===== src/rtl/plim_pkg.sv =====
// ----------------------------------------------------------------------------
// plim_pkg
// Shared types and constants for the peak limiter with post gain.
// ----------------------------------------------------------------------------
package plim_pkg;

   localparam int SampleW = 24;
   localparam int GainW   = 24;
   localparam int ThreshW = 27;
   localparam int CoefW   = 24;
   localparam int EnvW    = 28;
   localparam int CsrW    = 27;
   localparam int MulAW   = 28;
   localparam int MulBW   = 27;
   localparam int ProdW   = MulAW + MulBW;
   localparam int CntW    = 5;

   localparam logic [GainW-1:0]   GainReset    = 24'd1048576;
   localparam logic [ThreshW-1:0] ThreshReset  = 27'd8388608;
   localparam logic [CoefW-1:0]   CoefReset    = 24'd16773720;
   localparam logic [ThreshW-1:0] ThreshMin    = 27'd8;
   localparam logic [ProdW-1:0]   RoundHalf    = 55'h80000;
   localparam logic [CntW-1:0]    DivLastBit   = 5'd26;
   localparam logic [EnvW-1:0]    PosMax       = 28'h07FFFFF;
   localparam logic [EnvW-1:0]    NegMax       = 28'h0800000;
   localparam logic [SampleW-1:0] SatPos       = 24'h7FFFFF;
   localparam logic [SampleW-1:0] SatNeg       = 24'h800000;

   typedef enum logic [1:0] {
      REG_POST_GAIN   = 2'd0,
      REG_LIMIT_EN    = 2'd1,
      REG_THRESHOLD   = 2'd2,
      REG_RELEASE     = 2'd3
   } reg_idx_type;

   typedef enum logic [6:0] {
      ST_IDLE   = 7'b0000001,
      ST_GAIN   = 7'b0000010,
      ST_ROUND  = 7'b0000100,
      ST_CMP    = 7'b0001000,
      ST_THR    = 7'b0010000,
      ST_DIV    = 7'b0100000,
      ST_FINISH = 7'b1000000
   } state_type;

endpackage


===== src/rtl/peak_limiter_with_post_gain.sv =====
// ----------------------------------------------------------------------------
// peak_limiter_with_post_gain
// Post gain, shared-envelope peak limiter and 24-bit saturation, built around
// one shared 28x27 multiplier and a bit-serial restoring divider.
// ----------------------------------------------------------------------------
// An accepted word passes the gain and rounding states, then with the limiter on
// the compare state and, when gain reduction applies, the threshold state and 27
// divider steps, then the finish state. The multiplier and divider sequencer
// handle one word at a time; a new word is accepted only in idle. The result
// register lets the next word start while a result waits. Synchronous active-high
// reset loads register defaults and clears the envelope; no clearing pass.
// ----------------------------------------------------------------------------
module peak_limiter_with_post_gain
   import plim_pkg::*;
(
   input  logic               clock,
   input  logic               reset,
   input  logic               req_tvalid,
   output logic               req_tready,
   input  logic [23:0]        req_tdata,    // [23:0] in_sample
   output logic               rsp_tvalid,
   input  logic               rsp_tready,
   output logic [23:0]        rsp_tdata,    // [23:0] out_sample
   output logic [1:0]         rsp_tuser,    // [0] limiting, [1] clipped
   input  logic               csr_wen,
   input  logic [1:0]         csr_index,
   input  logic [CsrW-1:0]    csr_wdata
);

   state_type            state_ff, state_in;
   logic [GainW-1:0]     gain_ff;
   logic                 enable_ff;
   logic [ThreshW-1:0]   thresh_ff;
   logic [CoefW-1:0]     coef_ff;
   logic [EnvW-1:0]      env_ff, env_in;
   logic                 neg_ff;
   logic [EnvW-1:0]      gmag_ff;
   logic [ProdW-1:0]     prod_ff, prod_in;
   logic [EnvW-1:0]      div_ff;
   logic [EnvW-1:0]      rem_ff, rem_in;
   logic [ThreshW-1:0]   quo_ff, quo_in;
   logic [CntW-1:0]      cnt_ff;
   logic                 lim_ff;
   logic                 rsp_valid_ff;
   logic [SampleW-1:0]   rsp_data_ff;
   logic [1:0]           rsp_user_ff;

   logic [MulAW-1:0]     mul_a;
   logic [MulBW-1:0]     mul_b;
   logic [ThreshW-1:0]   thr_eff;
   logic [EnvW-1:0]      decayed;
   logic [EnvW-1:0]      env_new;
   logic [EnvW:0]        rem_sh;
   logic [EnvW:0]        rem_sub;
   logic [EnvW-1:0]      res_mag;
   logic                 clip;
   logic [SampleW-1:0]   res_data;
   logic                 out_free;
   logic [SampleW-1:0]   in_mag;
   reg_idx_type          csr_sel;

   assign req_tready = (state_ff == ST_IDLE);
   assign rsp_tvalid = rsp_valid_ff;
   assign rsp_tdata  = rsp_data_ff;
   assign rsp_tuser  = rsp_user_ff;
   assign out_free   = !rsp_valid_ff || rsp_tready;
   assign csr_sel    = reg_idx_type'(csr_index);

   assign in_mag  = req_tdata[23] ? (~req_tdata + 24'd1) : req_tdata;
   assign thr_eff = (thresh_ff < ThreshMin) ? ThreshMin : thresh_ff;
   assign decayed = prod_ff[CoefW +: EnvW];
   assign env_new = (gmag_ff > decayed) ? gmag_ff : decayed;

   // shared multiplier operand select
   always_comb begin
      unique case (state_ff)
         ST_GAIN: begin
            mul_a = MulAW'(gmag_ff);
            mul_b = MulBW'(gain_ff);
         end
         ST_ROUND: begin
            mul_a = env_ff;
            mul_b = MulBW'(coef_ff);
         end
         default: begin
            mul_a = gmag_ff;
            mul_b = thr_eff;
         end
      endcase
   end

   // divider step
   assign rem_sh  = {rem_ff, prod_ff[ThreshW-1]};
   assign rem_sub = rem_sh - {1'b0, div_ff};

   // saturation
   assign res_mag = lim_ff ? EnvW'(quo_ff) : gmag_ff;
   assign clip    = neg_ff ? (res_mag > NegMax) : (res_mag > PosMax);
   always_comb begin
      priority if (clip) begin
         res_data = neg_ff ? SatNeg : SatPos;
      end else if (neg_ff) begin
         res_data = ~res_mag[SampleW-1:0] + 24'd1;
      end else begin
         res_data = res_mag[SampleW-1:0];
      end
   end

   always_comb begin
      state_in = state_ff;
      prod_in  = prod_ff;
      rem_in   = rem_ff;
      quo_in   = quo_ff;
      env_in   = env_ff;
      unique case (state_ff)
         ST_IDLE: begin
            if (req_tvalid) begin
               state_in = ST_GAIN;
            end
         end
         ST_GAIN: begin
            prod_in  = mul_a * mul_b;
            state_in = ST_ROUND;
         end
         ST_ROUND: begin
            prod_in  = mul_a * mul_b;
            state_in = enable_ff ? ST_CMP : ST_FINISH;
         end
         ST_CMP: begin
            env_in   = env_new;
            state_in = (env_new > EnvW'(thr_eff)) ? ST_THR : ST_FINISH;
         end
         ST_THR: begin
            // numerator high part seeds the remainder
            prod_in  = mul_a * mul_b;
            rem_in   = prod_in[ProdW-1:ThreshW];
            quo_in   = '0;
            state_in = ST_DIV;
         end
         ST_DIV: begin
            prod_in = {prod_ff[ProdW-2:0], 1'b0};
            if (!rem_sub[EnvW]) begin
               rem_in = rem_sub[EnvW-1:0];
               quo_in = {quo_ff[ThreshW-2:0], 1'b1};
            end else begin
               rem_in = rem_sh[EnvW-1:0];
               quo_in = {quo_ff[ThreshW-2:0], 1'b0};
            end
            if (cnt_ff == '0) begin
               state_in = ST_FINISH;
            end
         end
         ST_FINISH: begin
            if (out_free) begin
               state_in = ST_IDLE;
            end
         end
         default: state_in = ST_IDLE;
      endcase
   end

   always_ff @(posedge clock) begin
      if (reset) begin
         state_ff     <= ST_IDLE;
         gain_ff      <= GainReset;
         enable_ff    <= 1'b0;
         thresh_ff    <= ThreshReset;
         coef_ff      <= CoefReset;
         env_ff       <= '0;
         rsp_valid_ff <= 1'b0;
         lim_ff       <= 1'b0;
      end else begin
         state_ff <= state_in;
         if (csr_wen) begin
            unique case (csr_sel)
               REG_POST_GAIN: gain_ff <= csr_wdata[GainW-1:0];
               REG_LIMIT_EN: begin
                  enable_ff <= csr_wdata[0];
                  env_ff    <= '0;
               end
               REG_THRESHOLD: begin
                  thresh_ff <= csr_wdata[ThreshW-1:0];
                  env_ff    <= '0;
               end
               REG_RELEASE: begin
                  coef_ff <= csr_wdata[CoefW-1:0];
                  env_ff  <= '0;
               end
               default: ;
            endcase
         end else begin
            env_ff <= env_in;
         end
         if (state_ff == ST_IDLE) begin
            lim_ff <= 1'b0;
         end else if (state_ff == ST_THR) begin
            lim_ff <= 1'b1;
         end
         if (state_ff == ST_FINISH && out_free) begin
            rsp_valid_ff <= 1'b1;
         end else if (rsp_tready) begin
            rsp_valid_ff <= 1'b0;
         end
      end
   end

   always_ff @(posedge clock) begin
      prod_ff <= prod_in;
      rem_ff  <= rem_in;
      quo_ff  <= quo_in;
      if (state_ff == ST_IDLE) begin
         neg_ff  <= req_tdata[23];
         gmag_ff <= EnvW'(in_mag);
      end
      if (state_ff == ST_ROUND) begin
         gmag_ff <= EnvW'((prod_ff + RoundHalf) >> 20);
      end
      if (state_ff == ST_CMP) begin
         div_ff <= env_new;
      end
      if (state_ff == ST_THR) begin
         cnt_ff <= DivLastBit;
      end else if (state_ff == ST_DIV) begin
         cnt_ff <= cnt_ff - 5'd1;
      end
      if (state_ff == ST_FINISH && out_free) begin
         rsp_data_ff <= res_data;
         rsp_user_ff <= {clip, lim_ff};
      end
   end

   a_accept_starts: assert property (@(posedge clock) disable iff (reset)
      (req_tvalid && req_tready) |=> (state_ff == ST_GAIN))
      else $error("accepted word did not start the multiply");

   a_rem_below_div: assert property (@(posedge clock) disable iff (reset)
      (state_ff == ST_DIV) |-> (rem_ff < div_ff))
      else $error("divider remainder not below divisor");

   a_clip_value: assert property (@(posedge clock) disable iff (reset)
      (rsp_tvalid && rsp_tuser[1]) |-> (rsp_tdata == SatPos || rsp_tdata == SatNeg))
      else $error("clipped result is not a rail value");

endmodule


===== config.mk =====
export PLATFORM = sky130hd
export DESIGN_NAME = peak_limiter_with_post_gain
export DESIGN_NICKNAME = d
export VERILOG_FILES = /design/src/rtl/plim_pkg.sv /design/src/rtl/peak_limiter_with_post_gain.sv
export SDC_FILE = /design/constraint.sdc
export NUM_CORES = 2
export LEC_CHECK = 0
export CAP_MARGIN = 25
export CORE_UTILIZATION = 30
export DETAILED_ROUTE_END_ITERATION = 10
export DONT_BUFFER_PORTS = 1
export GPL_ROUTABILITY_DRIVEN = 0
export GPL_TIMING_DRIVEN = 0
export HOLD_SLACK_MARGIN = 0.03
export PLACE_DENSITY_LB_ADDON = 0.05
export SKIP_CTS_REPAIR_TIMING = 1
export SLEW_MARGIN = 20
export SYNTH_ARGS = -nofsm -noshare
export SYNTH_HDL_FRONTEND = slang
export SYNTH_SLANG_ARGS = --single-unit

===== constraint.sdc =====
create_clock -name clock -period 19 [get_ports clock]
set_input_delay 0.95 -clock clock [delete_from_list [all_inputs] [get_ports clock]]
set_output_delay 0.95 -clock clock [all_outputs]
set_load 0.02 [all_outputs]

# Word level (Yosys, flattened, before mapping)
# Index checks and enable logic that the tools add are counted.
[totals]
ff_bits = 308
latch_bits = 0
ramBits = 0
rom_bits = 0
inputBits = 58
out_inout_bits = 28
word_cells = 91
mem_count = 0
[op_classes]
addsub = 5
n_mul = 1
div = 0
magnitude_cmp = 5
n_eq_ne = 14
n_shift = 0
muxes = 28
bitwise = 2
n_reduce_logical = 19
[op_table]
columns = ["cell", "n"]
rows = [
  ["two-way mux 28 bit", 9],
  ["one-hot mux 27 bit (2 select lines)", 2],
  ["one-hot mux 52 bit (2 select lines)", 1],
  ["two-way mux 24 bit", 4],
  ["one-hot mux 28 bit (2 select lines)", 1],
  ["multiplier 28 x 27 -> 55 bit", 1],
  ["one-hot mux 7 bit (7 select lines)", 1],
  ["adder 24 x 1 -> 24 bit (second input constant)", 2],
  ["adder 48 x 20 -> 48 bit (second input constant)", 1],
  ["inverter 24 bit", 2],
  ["two-way mux 7 bit", 5],
  ["subtractor 29 x 28 -> 29 bit", 1],
  ["greater-than comparator 28 x 23 -> 1 bit (second input constant)", 1],
  ["greater-than comparator 28 x 24 -> 1 bit (second input constant)", 1],
  ["greater-than comparator 28 x 27 -> 1 bit", 1],
  ["greater-than comparator 28 bit", 1],
  ["less-than comparator 27 x 4 -> 1 bit (second input constant)", 1],
  ["two-way mux 27 bit", 1],
  ["AND reduction 2 bit", 5],
  ["nonzero test 2 bit", 5],
  ["!= test 2 bit (second input constant)", 4],
  ["equality test 7 x 1 -> 1 bit (second input constant)", 1],
  ["equality test 7 x 2 -> 1 bit (second input constant)", 1],
  ["equality test 7 x 3 -> 1 bit (second input constant)", 1],
  ["16 further kinds", 21],
]

# Longest topological paths before layout
[logic_depth]
word_depth = 5
mapped_depth = 33

# Worst setup path before layout
# OpenSTA, ideal clock, no wires.
[synth_path]
path_type = "register to register"
startpoint = "register state_ff[3]"
endpoint = "register rem_ff[26], data pin"
t_arrival_ps = 8338
required_time_ps = 18733
path_slack_ps = 10396
path_stages_with_launch = 33
path_buffers = 3
period_less_slack_ps = 8604
cell_sequence = "dfxtp_1 > nor2_1 > nand2_1 > nor4b_4 > clkbuf_1 > clkbuf_1 > nand2_1 > nand2_1 > clkbuf_1 > nand2_1 > fa_1 > inv_1 > fa_1 > inv_1 > fa_1 > fa_1 > inv_1 > fa_1 > fa_1 > inv_1 > fa_1 > inv_1 > ha_1 > a21o_1 > o21bai_1 > a2111oi_0 > a2bb2oi_1 > o31ai_1 > a21o_1 > a211o_1 > a311oi_1 > xor2_1 > o21ai_0"
[synth_between]
elab_chain_cells = 4
elab_cells_between_ends = 8
classes_between = "mul: 1; eq/ne: 4; mux: 3"
[synth_rtl]
columns = ["element", "line", "rtl"]
rows = [
  ["start, declared", "peak_limiter_with_post_gain.sv:30", "state_type state_ff, state_in;"],
  ["start signal, assigned", "peak_limiter_with_post_gain.sv:173", "state_ff <= state_in;"],
  ["equality test 7 x 3 -> 1 bit or equality test 7 x 2 -> 1 bit (tied branches)", "peak_limiter_with_post_gain.sv:76", "unique case (state_ff)"],
  ["one-hot mux 27 bit (2 select lines) or two-way mux 28 bit (tied branches)", "peak_limiter_with_post_gain.sv:76", ""],
  ["multiplier 28 x 27 -> 55 bit", "peak_limiter_with_post_gain.sv:135", "prod_in = mul_a * mul_b;"],
  ["one-hot mux 28 bit (2 select lines) (*)", "peak_limiter_with_post_gain.sv:115", "unique case (state_ff)"],
  ["named net rem_in[26]", "peak_limiter_with_post_gain.sv:40", "logic [EnvW-1:0] rem_ff, rem_in;"],
  ["end signal, assigned", "peak_limiter_with_post_gain.sv:209", "rem_ff <= rem_in;"],
  ["end, declared", "peak_limiter_with_post_gain.sv:40", ""],
]
# Mark *: on every way through the listed nets, which the timed path passes. The rest lies on a longest branch.
# A chain may end at the register's enable or synchronous reset.

# Worst setup path after layout
[layout_path]
startpoint = "register state_ff[3]"
endpoint = "register prod_ff[36], data pin"
[layout_between]
elab_chain_cells = 4
elab_cells_between_ends = 9
classes_between = "mul: 1; eq/ne: 4; mux: 3; reduce/logical: 1"
[layout_rtl]
columns = ["element", "line", "rtl"]
rows = [
  ["equality test 7 x 3 -> 1 bit or equality test 7 x 2 -> 1 bit (tied branches)", "peak_limiter_with_post_gain.sv:76, peak_limiter_with_post_gain.sv:115", ""],
  ["one-hot mux 27 bit (2 select lines) or two-way mux 28 bit (tied branches)", "peak_limiter_with_post_gain.sv:76", ""],
  ["multiplier 28 x 27 -> 55 bit", "peak_limiter_with_post_gain.sv:135", ""],
  ["one-hot mux 52 bit (2 select lines) (*)", "peak_limiter_with_post_gain.sv:115", ""],
  ["named net prod_in[36]", "peak_limiter_with_post_gain.sv:38", "logic [ProdW-1:0] prod_ff, prod_in;"],
  ["end signal, assigned", "peak_limiter_with_post_gain.sv:208", "prod_ff <= prod_in;"],
  ["end, declared", "peak_limiter_with_post_gain.sv:38", ""],
]
# Marked as above.

==> impl_metrics.sql <==
INSERT INTO impl_metrics (metric_group, metric, value, unit) VALUES
('floorplanning', 'die_area', '142000', 'sq um'),
('worst_setup_path', 'critPathLaunchType', 'flip-flop', ''),
('synthesis', 'synth_enable_flop_cells', '190', ''),
('worst_setup_path', 'worstSetupEndpointType', 'flip-flop', ''),
('grt', 'grt.overflow.total', '0', ''),
('synthesis', 'ys.flop_type', 'sky130_fd_sc_hd__edfxtp_1', ''),
('synthesis', 'synth_fp_nets', '5844', ''),
('clock_network', 'path_clk_slew', '0.07', 'ns'),
('worst_setup_path', 'worst_path_max_delay_cell', 'sky130_fd_sc_hd__clkbuf_1', ''),
('route', 'viasPerCell', '5.05', ''),
('grt', 'antenna_violations_before_repair', '17', ''),
('route', 'drt_iter0_markers', '2711', ''),
('synthesis', 'netlist.area_leader.share', '0.310', ''),
('clock_network', 'cts_tree', 'yes', ''),
('run', 'drv_cap', '0', ''),
('worst_setup_path', 'crit_cells', '31', ''),
('final_layout', 'area.sequential', '8070', 'sq um'),
('synthesis', 'syn_avg_cell_area', '8.65', 'sq um'),
('worst_setup_path', 'regToRegSetupSlack', '6.81', 'ns'),
('route', 'drt.antenna.violating_nets', '0', ''),
('worst_setup_path', 'critical-path-max-stage-delay', '0.88', 'ns'),
('grt', 'grt_pass1_vias', '35300', ''),
('power_and_ir_drop', 'sequential_cell_fraction_of_total_power', '0.221', ''),
('min_path', 'hold_path_class', 'in2reg', ''),
('timing', 'final.setup.worst_slack', '6.81', 'ns'),
('grt', 'grt_util_all_layers', '0.258', ''),
('worst_setup_path', 'worst-path-buf-inv', '8', ''),
('timing', 'timing.final.setup_violations', '0', ''),
('route', 'firstDrtPassIters', '6', ''),
('synthesis', 'syn_area', '42000', 'sq um'),
('timing', 'final-max-slew-violation-count', '0', ''),
('worst_setup_path', 'worst_r2r_endpoint', 'prod_ff[36]', ''),
('timing', 'tightestPinTransition', '1.16', 'ns'),
('worst_setup_path', 'critical_path_arrival', '12.52', 'ns'),
('worst_setup_path', 'worstReg2RegStart', 'state_ff[3]', ''),
('synthesis', 'synth-warning-count', '0', ''),
('worst_setup_path', 'critical_path_required_time', '19.33', 'ns'),
('power_and_ir_drop', 'leakage', '20.9', 'nW'),
('timing', 'setup_total_negative_slack', '0', 'ns'),
('grt', 'grt_pass1_wl', '261', 'mm'),
('grt', 'largest_net_degree_at_the_start_of_global_routing', '39', ''),
('final_layout', 'multi_input_area', '30200', 'sq um'),
('floorplanning', 'start_util', '0.304', ''),
('timing', 'max_clock_freq', '82.0', 'MHz'),
('worst_setup_path', 'crit_type', 'reg2reg', ''),
('route', 'via_count', '34500', ''),
('power_and_ir_drop', 'switching_power', '0.00205', 'W'),
('clock_network', 'cts-root-to-sink-buffers', '3', ''),
('route', 'routed_wire_length_per_instance', '26.7', 'um'),
('power_and_ir_drop', 'power.density', '86.6', 'nW/um^2'),
('power_and_ir_drop', 'power.switching_fraction', '0.507', ''),
('final_layout', 'fill_cells', '14900', ''),
('floorplanning', 'rows', '136', ''),
('timing', 'period_minus_slack', '12.19', 'ns'),
('power_and_ir_drop', 'share_clk_of_total_power', '0.193', ''),
('final_layout', 'share_of_final_layout_standard_cells_stronger_than_drive_strength_1', '0.0449', ''),
('timing', 'timing.max_slew.rel_slack', '0.225', ''),
('worst_setup_path', 'path_delay_family', 'adder cells', ''),
('status', 'status', 'finished, final reports clean', ''),
('place', 'placement.setup.worst_slack', '6.75', 'ns'),
('synthesis', 'yosys_register_bits', '308', ''),
('synthesis', 'synth_top_cells_by_area', 'sky130_fd_sc_hd__fa_1 31%, sky130_fd_sc_hd__edfxtp_1 14%, sky130_fd_sc_hd__ha_1 8.4%, sky130_fd_sc_hd__nand2_1 8.2%, sky130_fd_sc_hd__inv_1 7.7%', ''),
('synthesis', 'fraction_of_registers_with_async_set_reset', '0', ''),
('clock_network', 'clock_insertion_delay_worst_skew', '0.61', 'ns'),
('clock_network', 'numClockSinks', '308', ''),
('power_and_ir_drop', 'report.power.total', '0.00404', 'W'),
('clock_network', 'numCtsBuffers', '37', ''),
('power_and_ir_drop', 'intPower', '0.00199', 'W'),
('worst_setup_path', 'critPathMostFrequentCell', 'sky130_fd_sc_hd__fa_1', ''),
('floorplanning', 'die_y', '376', 'um'),
('place', 'port-buffer-count', '0', '');
power by group through the flow:
stage / sequential, W / clock, W / combinational (W)
global placement: 0.000902 / 0 / 0.00233
floorplan: 0.000857 / 0 / 0.00133
global route: 0.000893 / 0.000823 / 0.00257
CTS: 0.000891 / 0.000797 / 0.00236
finish: 0.000894 / 0.000780 / 0.00237
detailed placement: 0.000905 / 0 / 0.00235
routing by layer:
layer / wire length (um) / up-vias / share of wire / GRT usage
li1: - / 15600 / - / -
met1: 85600 / 17800 / 0.47 / 0.368
met2: 82000 / 952 / 0.45 / 0.411
met3: 8900 / 209 / 0.049 / 0.0324
met4: 5530 / 6 / 0.030 / 0.0680
met5: 47 / - / 0.00026 / 0
logic make-up (layout without fill, tap and decap cells):
logic type | after synthesis | after routing | synth area share
mux | 85 | 85 | 0.0209
compound gates | 633 | 633 | 0.0936
flops | 308 | 308 | 0.192
buf+inv | 1098 | 1206 | 0.0994
xor+xnor | 125 | 125 | 0.0261
simple gates | 1675 | 1675 | 0.175
fa+ha+maj | 931 | 931 | 0.393
other cells | 0 | 2 | 0
metrics by stage:
| step | hold WS (ns) | util | cell area (sq um) | std cells |
|---|---|---|---|---|
| after floorplan | 0.436 | - | 42000 | 4855 |
| after global placement | 0.445 | 0.321 | 44300 | 6718 |
| after detailed placement | 0.449 | 0.328 | 45300 | 6756 |
| after CTS | 0.405 | 0.337 | 46600 | 6823 |
| after global routing | 0.416 | 0.337 | 46600 | 6826 |
| final | 0.442 | 0.337 | 46600 | 6828 |
cells in the final DEF, fill, tap and decap left out, types with 13 or more instances in the layout:
cell type	n
sky130_fd_sc_hd__a21o_1	62
sky130_fd_sc_hd__a21oi_1	208
sky130_fd_sc_hd__a221o_1	20
sky130_fd_sc_hd__a31oi_1	36
sky130_fd_sc_hd__and2_1	51
sky130_fd_sc_hd__and3_1	21
sky130_fd_sc_hd__buf_1	16
sky130_fd_sc_hd__buf_2	21
sky130_fd_sc_hd__clkbuf_1	192
sky130_fd_sc_hd__clkbuf_16	38
sky130_fd_sc_hd__clkbuf_2	15
sky130_fd_sc_hd__dfxtp_1	118
sky130_fd_sc_hd__edfxtp_1	190
sky130_fd_sc_hd__fa_1	650
sky130_fd_sc_hd__ha_1	281
sky130_fd_sc_hd__inv_1	862
sky130_fd_sc_hd__mux2_2	21
sky130_fd_sc_hd__mux2i_1	44
sky130_fd_sc_hd__nand2_1	913
sky130_fd_sc_hd__nand2b_1	18
sky130_fd_sc_hd__nand3_1	30
sky130_fd_sc_hd__nand3b_1	22
sky130_fd_sc_hd__nand4_1	26
sky130_fd_sc_hd__nand4b_1	31
sky130_fd_sc_hd__nor2_1	389
sky130_fd_sc_hd__nor2b_1	20
sky130_fd_sc_hd__nor3_1	53
sky130_fd_sc_hd__nor4_1	13
sky130_fd_sc_hd__o21a_1	18
sky130_fd_sc_hd__o21ai_0	154
sky130_fd_sc_hd__o21ai_1	15
sky130_fd_sc_hd__o31ai_1	17
sky130_fd_sc_hd__or2_2	13
sky130_fd_sc_hd__or4_1	32
sky130_fd_sc_hd__xnor2_1	95
sky130_fd_sc_hd__xor2_1	30
sequential cells by signal (all words and copies together), names as in the netlist:
| signal | flops |
|---|---|
| gain_ff | 24 |
| neg_ff | 1 |
| rsp_tdata | 24 |
| state_ff | 7 |
| prod_ff | 52 |
| rsp_tuser | 2 |
| quo_ff | 27 |
| enable_ff | 1 |
| rsp_tvalid | 1 |
| thresh_ff | 27 |
| rem_ff | 28 |
| cnt_ff | 5 |
| div_ff | 28 |
| coef_ff | 24 |
| env_ff | 28 |
| lim_ff | 1 |
| gmag_ff | 28 |
cell type report:
class | instances | area share
buffer | 235 | 0.0203
antenna | 2 | 0.000107
sequential | 308 | 0.173
clock inverter | 15 | 0.00496
clock buffer | 52 | 0.0226
inverter | 863 | 0.0695
multi-input combinational | 3449 | 0.647
tap | 1863 | 0.0500
timing repair buffer | 41 | 0.0128
cell usage after synthesis, types with 22 or more instances:
| cell | instances |
|---|---|
| sky130_fd_sc_hd__nand2_1 | 915 |
| sky130_fd_sc_hd__a31oi_1 | 36 |
| sky130_fd_sc_hd__a21oi_1 | 211 |
| sky130_fd_sc_hd__nand3_1 | 31 |
| sky130_fd_sc_hd__nor3_1 | 53 |
| sky130_fd_sc_hd__nand3b_1 | 22 |
| sky130_fd_sc_hd__nand4_1 | 26 |
| sky130_fd_sc_hd__dfxtp_1 | 118 |
| sky130_fd_sc_hd__a21o_1 | 62 |
| sky130_fd_sc_hd__ha_1 | 281 |
| sky130_fd_sc_hd__inv_1 | 862 |
| sky130_fd_sc_hd__o21ai_0 | 168 |
| sky130_fd_sc_hd__nor2_1 | 390 |
| sky130_fd_sc_hd__mux2i_1 | 64 |
| sky130_fd_sc_hd__nand4b_1 | 31 |
| sky130_fd_sc_hd__xnor2_1 | 95 |
| sky130_fd_sc_hd__and2_1 | 51 |
| sky130_fd_sc_hd__or4_1 | 32 |
| sky130_fd_sc_hd__clkbuf_1 | 194 |
| sky130_fd_sc_hd__xor2_1 | 30 |
| sky130_fd_sc_hd__edfxtp_1 | 190 |
| sky130_fd_sc_hd__fa_1 | 650 |
how the worst min path moves through the flow:
stage	slack [ns]	endpoint	startpoint	cells after the start
2_1_floorplan	0.44	gain_ff[0]	gain_ff[0]	2
3_3_place_gp	0.45	gain_ff[1]	gain_ff[1]	2
3_5_place_dp	0.45	coef_ff[11]	coef_ff[11]	2
4_1_cts	0.41	neg_ff	req_tdata[23]	0
5_1_grt	0.42	neg_ff	req_tdata[23]	0
6_report	0.44	neg_ff	req_tdata[23]	0
Power figures use the tool's default switching activity.
